<file path="src/design/ps2mc_pkg.sv">
`timescale 1ns / 1ps

package ps2mc_pkg;

	// Defaults for the top level's parameter and the reset register values
	localparam int COORD_BITS_DEF   = 12;
	localparam int SCREEN_WIDTH_DEF  = 640;
	localparam int SCREEN_HEIGHT_DEF = 480;

	// Register map, word index taken from paddr[3:2]
	localparam int PADDR_BITS = 4;
	typedef enum logic [1:0] {
		REG_SCREEN_WIDTH  = 2'd0,
		REG_SCREEN_HEIGHT = 2'd1,
		REG_WHEEL_MODE    = 2'd2
	} reg_idx_t;

	// Flag byte layout
	localparam int FLAG_LEFT   = 0;
	localparam int FLAG_RIGHT  = 1;
	localparam int FLAG_MIDDLE = 2;
	localparam int FLAG_XSIGN  = 4;
	localparam int FLAG_YSIGN  = 5;

	// Wheel byte codes
	localparam logic [7:0] WHEEL_DOWN_BYTE = 8'h01;
	localparam logic [7:0] WHEEL_UP_BYTE   = 8'hFF;

	typedef enum logic [1:0] {
		WHEEL_NONE = 2'd0,
		WHEEL_DOWN = 2'd1,
		WHEEL_UP   = 2'd2
	} wheel_t;

	// Byte slots within a packet
	typedef enum logic [1:0] {
		SLOT_FLAGS = 2'd0,
		SLOT_DX    = 2'd1,
		SLOT_DY    = 2'd2,
		SLOT_WHEEL = 2'd3
	} slot_t;

	// Register write strobes, one per register
	typedef struct packed {
		logic width;
		logic height;
		logic mode;
	} cfg_wr_t;

	// A complete packet as handed to the cursor logic
	typedef struct packed {
		logic [7:0] flags;
		logic [7:0] dx;
		logic [7:0] dy;
		wheel_t     wheel;
	} pkt_t;

endpackage

</file>
<file path="src/design/ps2mc_apb_regs.sv">
`timescale 1ns / 1ps

module ps2mc_apb_regs
	import ps2mc_pkg::*;
#(
	parameter int COORD_BITS = COORD_BITS_DEF
) (
	input  logic                    clk,
	input  logic                    arst_n,
	input  logic                    psel,
	input  logic                    penable,
	input  logic                    pwrite,
	input  logic [PADDR_BITS-1:0]   paddr,
	input  logic [31:0]             pwdata,
	output logic [31:0]             prdata,
	output cfg_wr_t                 cfg_wr,
	output logic [COORD_BITS:0]     cfg_wdata,
	output logic [COORD_BITS:0]     screen_width_q,
	output logic [COORD_BITS:0]     screen_height_q,
	output logic                    wheel_mode_q
);

	// Reset sizes saturate at the coordinate range
	localparam int LIMIT = 2 ** COORD_BITS;
	localparam int RST_W = (SCREEN_WIDTH_DEF > LIMIT) ? LIMIT : SCREEN_WIDTH_DEF;
	localparam int RST_H = (SCREEN_HEIGHT_DEF > LIMIT) ? LIMIT : SCREEN_HEIGHT_DEF;

	logic     wr_en;
	reg_idx_t idx;

	assign wr_en     = psel && penable && pwrite;
	assign idx       = reg_idx_t'(paddr[PADDR_BITS-1:2]);
	assign cfg_wdata = pwdata[COORD_BITS:0];

	always_comb begin
		cfg_wr = '0;
		case (idx)
			REG_SCREEN_WIDTH:  cfg_wr.width  = wr_en;
			REG_SCREEN_HEIGHT: cfg_wr.height = wr_en;
			REG_WHEEL_MODE:    cfg_wr.mode   = wr_en;
			default:           cfg_wr        = '0;
		endcase
	end

	always_ff @(posedge clk or negedge arst_n) begin
		if (!arst_n) begin
			screen_width_q  <= (COORD_BITS+1)'(RST_W);
			screen_height_q <= (COORD_BITS+1)'(RST_H);
			wheel_mode_q    <= 1'b0;
		end else begin
			if (cfg_wr.width)
				screen_width_q <= cfg_wdata;
			if (cfg_wr.height)
				screen_height_q <= cfg_wdata;
			if (cfg_wr.mode)
				wheel_mode_q <= pwdata[0];
		end
	end

	always_comb begin
		case (idx)
			REG_SCREEN_WIDTH:  prdata = 32'(screen_width_q);
			REG_SCREEN_HEIGHT: prdata = 32'(screen_height_q);
			REG_WHEEL_MODE:    prdata = 32'(wheel_mode_q);
			default:           prdata = '0;
		endcase
	end

endmodule

</file>
<file path="src/design/ps2mc_packet_asm.sv">
`timescale 1ns / 1ps

module ps2mc_packet_asm
	import ps2mc_pkg::*;
(
	input  logic       clk,
	input  logic       arst_n,
	input  cfg_wr_t    cfg_wr,
	input  logic       wheel_mode,
	input  logic       byte_en,
	input  logic [7:0] rx_byte,
	output logic       pkt_done,
	output pkt_t       pkt
);

	slot_t      slot_q;
	slot_t      last_slot;
	logic [7:0] flags_q;
	logic [7:0] dx_q;
	logic [7:0] dy_q;

	// Framing is by count only; the always-one flag bit is not checked
	assign last_slot = wheel_mode ? SLOT_WHEEL : SLOT_DY;
	assign pkt_done  = (slot_q == last_slot);

	always_comb begin
		pkt.flags = flags_q;
		pkt.dx    = dx_q;
		pkt.dy    = wheel_mode ? dy_q : rx_byte;
		pkt.wheel = WHEEL_NONE;
		if (wheel_mode) begin
			if (rx_byte == WHEEL_DOWN_BYTE)
				pkt.wheel = WHEEL_DOWN;
			else if (rx_byte == WHEEL_UP_BYTE)
				pkt.wheel = WHEEL_UP;
		end
	end

	always_ff @(posedge clk or negedge arst_n) begin
		if (!arst_n) begin
			slot_q  <= SLOT_FLAGS;
			flags_q <= '0;
			dx_q    <= '0;
			dy_q    <= '0;
		end else if (cfg_wr.mode) begin
			slot_q <= SLOT_FLAGS;
		end else if (byte_en) begin
			if (pkt_done) begin
				slot_q <= SLOT_FLAGS;
				dy_q   <= pkt.dy;
			end else begin
				slot_q <= slot_t'(slot_q + 2'd1);
				case (slot_q)
					SLOT_FLAGS: flags_q <= rx_byte;
					SLOT_DX:    dx_q    <= rx_byte;
					SLOT_DY:    dy_q    <= rx_byte;
					default:    dy_q    <= dy_q;
				endcase
			end
		end
	end

endmodule

</file>
<file path="src/design/ps2mc_cursor.sv">
`timescale 1ns / 1ps

module ps2mc_cursor
	import ps2mc_pkg::*;
#(
	parameter int COORD_BITS = COORD_BITS_DEF
) (
	input  logic                  clk,
	input  logic                  arst_n,
	input  cfg_wr_t               cfg_wr,
	input  logic [COORD_BITS:0]   cfg_wdata,
	input  logic [COORD_BITS:0]   screen_width,
	input  logic [COORD_BITS:0]   screen_height,
	input  logic                  pkt_en,
	input  pkt_t                  pkt,
	output logic [COORD_BITS-1:0] next_x,
	output logic [COORD_BITS-1:0] next_y,
	output logic [COORD_BITS-1:0] x_top,
	output logic [COORD_BITS-1:0] y_top
);

	localparam int SW = COORD_BITS + 2;
	localparam int LIMIT = 2 ** COORD_BITS;
	localparam int RST_W = (SCREEN_WIDTH_DEF > LIMIT) ? LIMIT : SCREEN_WIDTH_DEF;
	localparam int RST_H = (SCREEN_HEIGHT_DEF > LIMIT) ? LIMIT : SCREEN_HEIGHT_DEF;
	localparam logic [COORD_BITS:0] LIMIT_V = {1'b1, {COORD_BITS{1'b0}}};

	// Size 0 acts as 1, anything past the coordinate range as the full range
	function automatic logic [COORD_BITS:0] eff_size(input logic [COORD_BITS:0] s);
		logic [COORD_BITS:0] r;
		if (s == '0)
			r = (COORD_BITS+1)'(1);
		else if (s > LIMIT_V)
			r = LIMIT_V;
		else
			r = s;
		return r;
	endfunction

	function automatic logic [COORD_BITS-1:0] clamp(input logic signed [SW-1:0] v,
			input logic [COORD_BITS-1:0] top);
		logic [COORD_BITS-1:0] r;
		if (v < 0)
			r = '0;
		else if (v > $signed({2'b00, top}))
			r = top;
		else
			r = v[COORD_BITS-1:0];
		return r;
	endfunction

	logic [COORD_BITS-1:0]   pos_x_q;
	logic [COORD_BITS-1:0]   pos_y_q;
	logic [COORD_BITS:0]     eff_w;
	logic [COORD_BITS:0]     eff_h;
	logic [COORD_BITS:0]     eff_new;
	logic [COORD_BITS-1:0]   center_new;
	logic signed [SW-1:0]    dx_ext;
	logic signed [SW-1:0]    dy_ext;
	logic signed [SW-1:0]    sum_x;
	logic signed [SW-1:0]    sum_y;

	assign eff_w      = eff_size(screen_width);
	assign eff_h      = eff_size(screen_height);
	assign x_top      = COORD_BITS'(eff_w - (COORD_BITS+1)'(1));
	assign y_top      = COORD_BITS'(eff_h - (COORD_BITS+1)'(1));
	assign eff_new    = eff_size(cfg_wdata);
	assign center_new = eff_new[COORD_BITS:1];

	// Nine-bit deltas with the sign taken from the flag byte
	assign dx_ext = {{(SW-8){pkt.flags[FLAG_XSIGN]}}, pkt.dx};
	assign dy_ext = {{(SW-8){pkt.flags[FLAG_YSIGN]}}, pkt.dy};
	assign sum_x  = $signed({2'b00, pos_x_q}) + dx_ext;
	assign sum_y  = $signed({2'b00, pos_y_q}) - dy_ext;
	assign next_x = clamp(sum_x, x_top);
	assign next_y = clamp(sum_y, y_top);

	always_ff @(posedge clk or negedge arst_n) begin
		if (!arst_n) begin
			pos_x_q <= COORD_BITS'(RST_W / 2);
			pos_y_q <= COORD_BITS'(RST_H / 2);
		end else begin
			if (cfg_wr.width)
				pos_x_q <= center_new;
			else if (pkt_en)
				pos_x_q <= next_x;
			if (cfg_wr.height)
				pos_y_q <= center_new;
			else if (pkt_en)
				pos_y_q <= next_y;
		end
	end

endmodule

</file>
<file path="src/design/ps2_mouse_packet_cursor_core.sv">
`timescale 1ns / 1ps

// PS/2 mouse packet decoder with a clamped screen cursor. Feed the bytes
// received from the mouse one transaction at a time on rx_*; they are framed
// by count into 3-byte packets (flags, X, Y) or, with wheel_mode set, 4-byte
// packets (flags, X, Y, Z). Each complete packet yields one result
// transaction on result_*: the cursor moved by the 9-bit X delta (right) and
// the 9-bit Y delta (up on the mouse, so the row decreases), clamped to
// 0..width-1 and 0..height-1, together with the three buttons, the raw flag
// byte and the wheel direction. Bytes that do not finish a packet give no
// result. Throughput is one byte per clock while result_ready stays high: a byte
// sits in the input register, then the add-and-clamp writes the result
// register, so a result is valid once its last byte has passed both registers.
// result_ready low backs up into rx_ready only when both stages are full.
// Registers (APB, word index paddr[3:2]): 0 screen_width, 1 screen_height,
// 2 wheel_mode.
// Writing a size recenters that coordinate; writing wheel_mode restarts
// packet framing. Sizes of 0 act as 1, sizes past 2^COORD_BITS saturate.
// Overflow flag bits are ignored. Write registers only while no byte is in
// flight. Reset: 640 x 480, cursor at 320, 240, three-byte mode.

module ps2_mouse_packet_cursor_core
	import ps2mc_pkg::*;
#(
	parameter int COORD_BITS = COORD_BITS_DEF
) (
	input  logic                  clk,
	input  logic                  arst_n,
	// byte input
	input  logic                  rx_valid,
	output logic                  rx_ready,
	input  logic [7:0]            rx_byte,
	// result output
	output logic                  result_valid,
	input  logic                  result_ready,
	output logic [COORD_BITS-1:0] cursor_x,
	output logic [COORD_BITS-1:0] cursor_y,
	output logic                  left_button,
	output logic                  right_button,
	output logic                  middle_button,
	output logic [1:0]            wheel_motion,
	output logic [7:0]            raw_flags,
	// configuration
	input  logic                  psel,
	input  logic                  penable,
	input  logic                  pwrite,
	input  logic [PADDR_BITS-1:0] paddr,
	input  logic [31:0]           pwdata,
	output logic [31:0]           prdata,
	output logic                  pready
);

	cfg_wr_t               cfg_wr;
	logic [COORD_BITS:0]   cfg_wdata;
	logic [COORD_BITS:0]   screen_width_q;
	logic [COORD_BITS:0]   screen_height_q;
	logic                  wheel_mode_q;

	logic                  valid_s1;
	logic [7:0]            byte_s1;
	logic                  adv_s1;

	logic                  pkt_done;
	pkt_t                  pkt;
	logic [COORD_BITS-1:0] next_x;
	logic [COORD_BITS-1:0] next_y;
	logic [COORD_BITS-1:0] x_top;
	logic [COORD_BITS-1:0] y_top;

	logic                  result_valid_q;
	logic [COORD_BITS-1:0] cursor_x_q;
	logic [COORD_BITS-1:0] cursor_y_q;
	logic [7:0]            flags_q;
	wheel_t                wheel_q;

	assign pready = 1'b1;

	ps2mc_apb_regs #(
		.COORD_BITS(COORD_BITS)
	) u_regs (
		.clk             (clk),
		.arst_n          (arst_n),
		.psel            (psel),
		.penable         (penable),
		.pwrite          (pwrite),
		.paddr           (paddr),
		.pwdata          (pwdata),
		.prdata          (prdata),
		.cfg_wr          (cfg_wr),
		.cfg_wdata       (cfg_wdata),
		.screen_width_q  (screen_width_q),
		.screen_height_q (screen_height_q),
		.wheel_mode_q    (wheel_mode_q)
	);

	// Input register: advance whenever the result slot is free or draining.
	// Bytes that finish no packet advance as well; they only update framing.
	assign adv_s1   = valid_s1 && (!result_valid_q || result_ready);
	assign rx_ready = !valid_s1 || adv_s1;

	always_ff @(posedge clk or negedge arst_n) begin
		if (!arst_n) begin
			valid_s1 <= 1'b0;
		end else if (rx_ready) begin
			valid_s1 <= rx_valid;
		end
	end

	always_ff @(posedge clk) begin
		if (rx_valid && rx_ready)
			byte_s1 <= rx_byte;
	end

	ps2mc_packet_asm u_asm (
		.clk        (clk),
		.arst_n     (arst_n),
		.cfg_wr     (cfg_wr),
		.wheel_mode (wheel_mode_q),
		.byte_en    (adv_s1),
		.rx_byte    (byte_s1),
		.pkt_done   (pkt_done),
		.pkt        (pkt)
	);

	ps2mc_cursor #(
		.COORD_BITS(COORD_BITS)
	) u_cursor (
		.clk           (clk),
		.arst_n        (arst_n),
		.cfg_wr        (cfg_wr),
		.cfg_wdata     (cfg_wdata),
		.screen_width  (screen_width_q),
		.screen_height (screen_height_q),
		.pkt_en        (adv_s1 && pkt_done),
		.pkt           (pkt),
		.next_x        (next_x),
		.next_y        (next_y),
		.x_top         (x_top),
		.y_top         (y_top)
	);

	// Result register: load on a finished packet, drop once taken
	always_ff @(posedge clk or negedge arst_n) begin
		if (!arst_n) begin
			result_valid_q <= 1'b0;
		end else if (adv_s1 && pkt_done) begin
			result_valid_q <= 1'b1;
		end else if (result_ready) begin
			result_valid_q <= 1'b0;
		end
	end

	always_ff @(posedge clk) begin
		if (adv_s1 && pkt_done) begin
			cursor_x_q <= next_x;
			cursor_y_q <= next_y;
			flags_q    <= pkt.flags;
			wheel_q    <= pkt.wheel;
		end
	end

	assign result_valid  = result_valid_q;
	assign cursor_x      = cursor_x_q;
	assign cursor_y      = cursor_y_q;
	assign left_button   = flags_q[FLAG_LEFT];
	assign right_button  = flags_q[FLAG_RIGHT];
	assign middle_button = flags_q[FLAG_MIDDLE];
	assign wheel_motion  = wheel_q;
	assign raw_flags     = flags_q;

	// A held result always lies on the screen
	assert property (@(posedge clk) disable iff (!arst_n)
		result_valid_q |-> (cursor_x_q <= x_top) && (cursor_y_q <= y_top))
		else $error("cursor result outside the screen");

	// A packet finished in the input stage always shows up as a result
	assert property (@(posedge clk) disable iff (!arst_n)
		(adv_s1 && pkt_done) |=> result_valid_q)
		else $error("finished packet produced no result");

	// Wheel motion is reported only in four-byte mode
	assert property (@(posedge clk) disable iff (!arst_n)
		(adv_s1 && pkt_done && !wheel_mode_q) |=> (wheel_q == WHEEL_NONE))
		else $error("wheel motion in three-byte mode");

endmodule

</file>
<file path="config.mk">
export PLATFORM = sky130hd
export DESIGN_NAME = ps2_mouse_packet_cursor_core
export DESIGN_NICKNAME = d
export VERILOG_FILES = /design/src/design/ps2mc_pkg.sv /design/src/design/ps2mc_apb_regs.sv /design/src/design/ps2mc_packet_asm.sv /design/src/design/ps2mc_cursor.sv /design/src/design/ps2_mouse_packet_cursor_core.sv
export SDC_FILE = /design/constraint.sdc
export NUM_CORES = 1
export LEC_CHECK = 0
export BUFFER_PORTS_ARGS = -buffer_cell sky130_fd_sc_hd__buf_2
export CORE_MARGIN = 2
export CORE_UTILIZATION = 52
export CTS_CLUSTER_DIAMETER = 60
export DETAILED_ROUTE_END_ITERATION = 6
export GPL_ROUTABILITY_DRIVEN = 0
export PLACE_DENSITY = 0.77
export SYNTH_ARGS = -nofsm -noshare
export SYNTH_HDL_FRONTEND = slang
export SYNTH_HIERARCHICAL = 1
export SYNTH_SLANG_ARGS = --single-unit
</file>
<file path="constraint.sdc">
create_clock -name clk -period 5.9 [get_ports clk]
set_input_delay 1.475 -clock clk [delete_from_list [all_inputs] [get_ports clk]]
set_output_delay 1.475 -clock clk [all_outputs]
set_load 0.02 [all_outputs]
</file>
==> flow_summary.ini <==
[status]
outcome = finished, final reports clean

[worst_setup_path]
criticalPathCategory = reg -> reg
worstRegToRegCells = 16
startpoint_type = flop
crit_required_ns = 6.20
arrival_ns = 5.34
end_kind = flop
critPathMaxFanout = 15

[timing]
setup_ws_ns = 0.861
rsz0062_at_grt = false
fin_crit_sh_pct = 85.4
tightest_slew_ns = 1.30
fin_crit_ns = 5.04
holdWs_ns = 0.466
hold_viol_final = 0
drv_slew = 0
finalSetupViolCount = 0
tns_ns = 0
finClkSkew_ns = 0.0111
max_freq_mhz = 198
slew_headroom_pct = 13.0

[clock_tree]
ctsResizeCount = 0
clk_latency_ns = 0.42
cts_setup_buffers = 0
holdBufCountCts = 0
clkTransAtPathRegs_ns = 0.06
tritoncts = done
cts_root_buffer = clkbuf_16
cts_buffer_depth = 2
htree_levels = 4
cts_buffers = 17
cts.sinks = 121

[detailed_routing]
drt-initial-drc-count = 628
avgRoutedWirePerCell_um = 18.7
remaining_drc_errors = 0
dr.pass1.iters = 5
vias = 6379
highest_layer = met4
wl_met3_um = 1500
postRouteWirelength_um = 20000
routed_via_density = 5.96
wl_met2_um = 9030
drtAntennaViolNets = 0
drt-met1-wl_um = 9040

[cells_and_area]
final_core_util_pct = 59.9
drive_gt1_share_pct = 24.0
final_nets = 945
fillerInstances = 1284
antennaDiodeCount = 0
fin_cells = 1071
area.growth.synth_to_final_pct = 11.9

[min_path]
hold_class = reg -> reg
whs_path_depth = 0

[power]
vdd_drop_max_v = 0.000302
powerDensity_mw_per_mm2 = 662
p_leak_nw = 4.14

[die]
boundaryPins = 123
die_y_um = 129
start_util_pct = 53.5
die_w_um = 129
rows = 45
core-area_mm2 = 0.0153
dieArea_mm2 = 0.0167

[grt]
first_global_vias = 5920
grt_use_total_pct = 25.0
overflow = 0
grt_pass1_wl_um = 31900
antenna_found_initial = 0
grt_max_degree = 80

[synthesis]
yosys_warnings = 6
synth_area_per_cell_um2 = 10.4
synthCells = 783
syn_area_mm2 = 0.00817

[placement]
hpwlAfterDp_um = 14500
post-place-ws_ns = 0.989
port_buffers = 81
post-place-cells = 1039

[flow_run]
drv_cap = 0
## worst max-delay path, cell delays in order (launching register included)
cell      delay, ns
dfstp_2        0.40
or3_1          0.44
nor3_1         0.29
a21oi_1        0.17
or2_2          0.34
ha_1           0.32
nand2b_1       0.22
a32oi_1        0.40
ha_1           0.22
inv_1          0.05
maj3_2         0.30
maj3_2         0.30
o211a_2        0.14
o32a_4         0.43
nand2_4        0.21
mux2_1         0.38
a221o_1        0.30
## final timing paths
kind / startpoint / to / slack [ns]
max: u_regs/screen_width_q[7] / u_cursor/pos_x_q[11] / 0.86
min: u_asm/flags_q[2] / raw_flags[2] / 0.47
max reg2reg: u_regs/screen_width_q[7] / u_cursor/pos_x_q[11] / 0.86
min reg2reg: u_asm/flags_q[2] / raw_flags[2] / 0.47
max in group asynchronous: arst_n / u_cursor/pos_y_q[9] / 3.99
min in group asynchronous: arst_n / valid_s1 / 1.25
## per-layer routing
metal / vias to the layer above / track usage [%]
met2: 307 / 37.8
met1: 3096 / 36.1
li1: 2952 / -
met3: 24 / 5.16
met4: 0 / 8.31
met5: - / 0
## cells in the final DEF (no fill, tap or decap), types with 10 or more instances in the layout
cell       instances
buf_2             80
dfrtp_1           67
nor2_1            53
ha_1              45
inv_1             44
edfxtp_1          42
a21oi_1           42
nand2_1           35
mux2_2            34
mux2i_1           28
mux2_4            25
xnor2_1           23
conb_1            20
a21o_1            19
nor3_1            18
clkbuf_16         17
nor2b_1           17
nand2b_1          16
nand3_1           16
o21ai_0           15
dfstp_2           12
o21ai_1           11
a22oi_1           10
## through the flow
step                power, mW  area [um^2]
floorplan                4.12         8240
global placement         4.85         8560
detailed placement       4.93         8560
CTS                      5.99         9140
global route             6.48         9140
finish                   6.05         9140
## registers in the layout, summed over array words and instances (netlist names), 12 cells and up
signal / cells
cursor_x: 12
cursor_y: 12
u_cursor/pos_x_q: 12
u_cursor/pos_y_q: 12
u_regs/screen_height_q: 13
u_regs/screen_width_q: 13
## layout make-up
class                   count  area [um^2]  share of cell area [%]
clock buffers              21          450                    4.93
clock inverters            11          124                    1.36
inverters                  47          176                    1.93
multi-input cells         574         4420                    48.4
flip-flops and latches    121         3250                    35.6
well taps                 211          264                    2.89
repair buffers             86          445                    4.87
## report_power, final
group          switching [mW]  internal, mW  total (mW)
registers               0.255          1.25        1.51
clock network           0.380         0.633        1.01
logic                    2.04          1.49        3.53
Note: power is estimated with default switching activity, not from simulation.
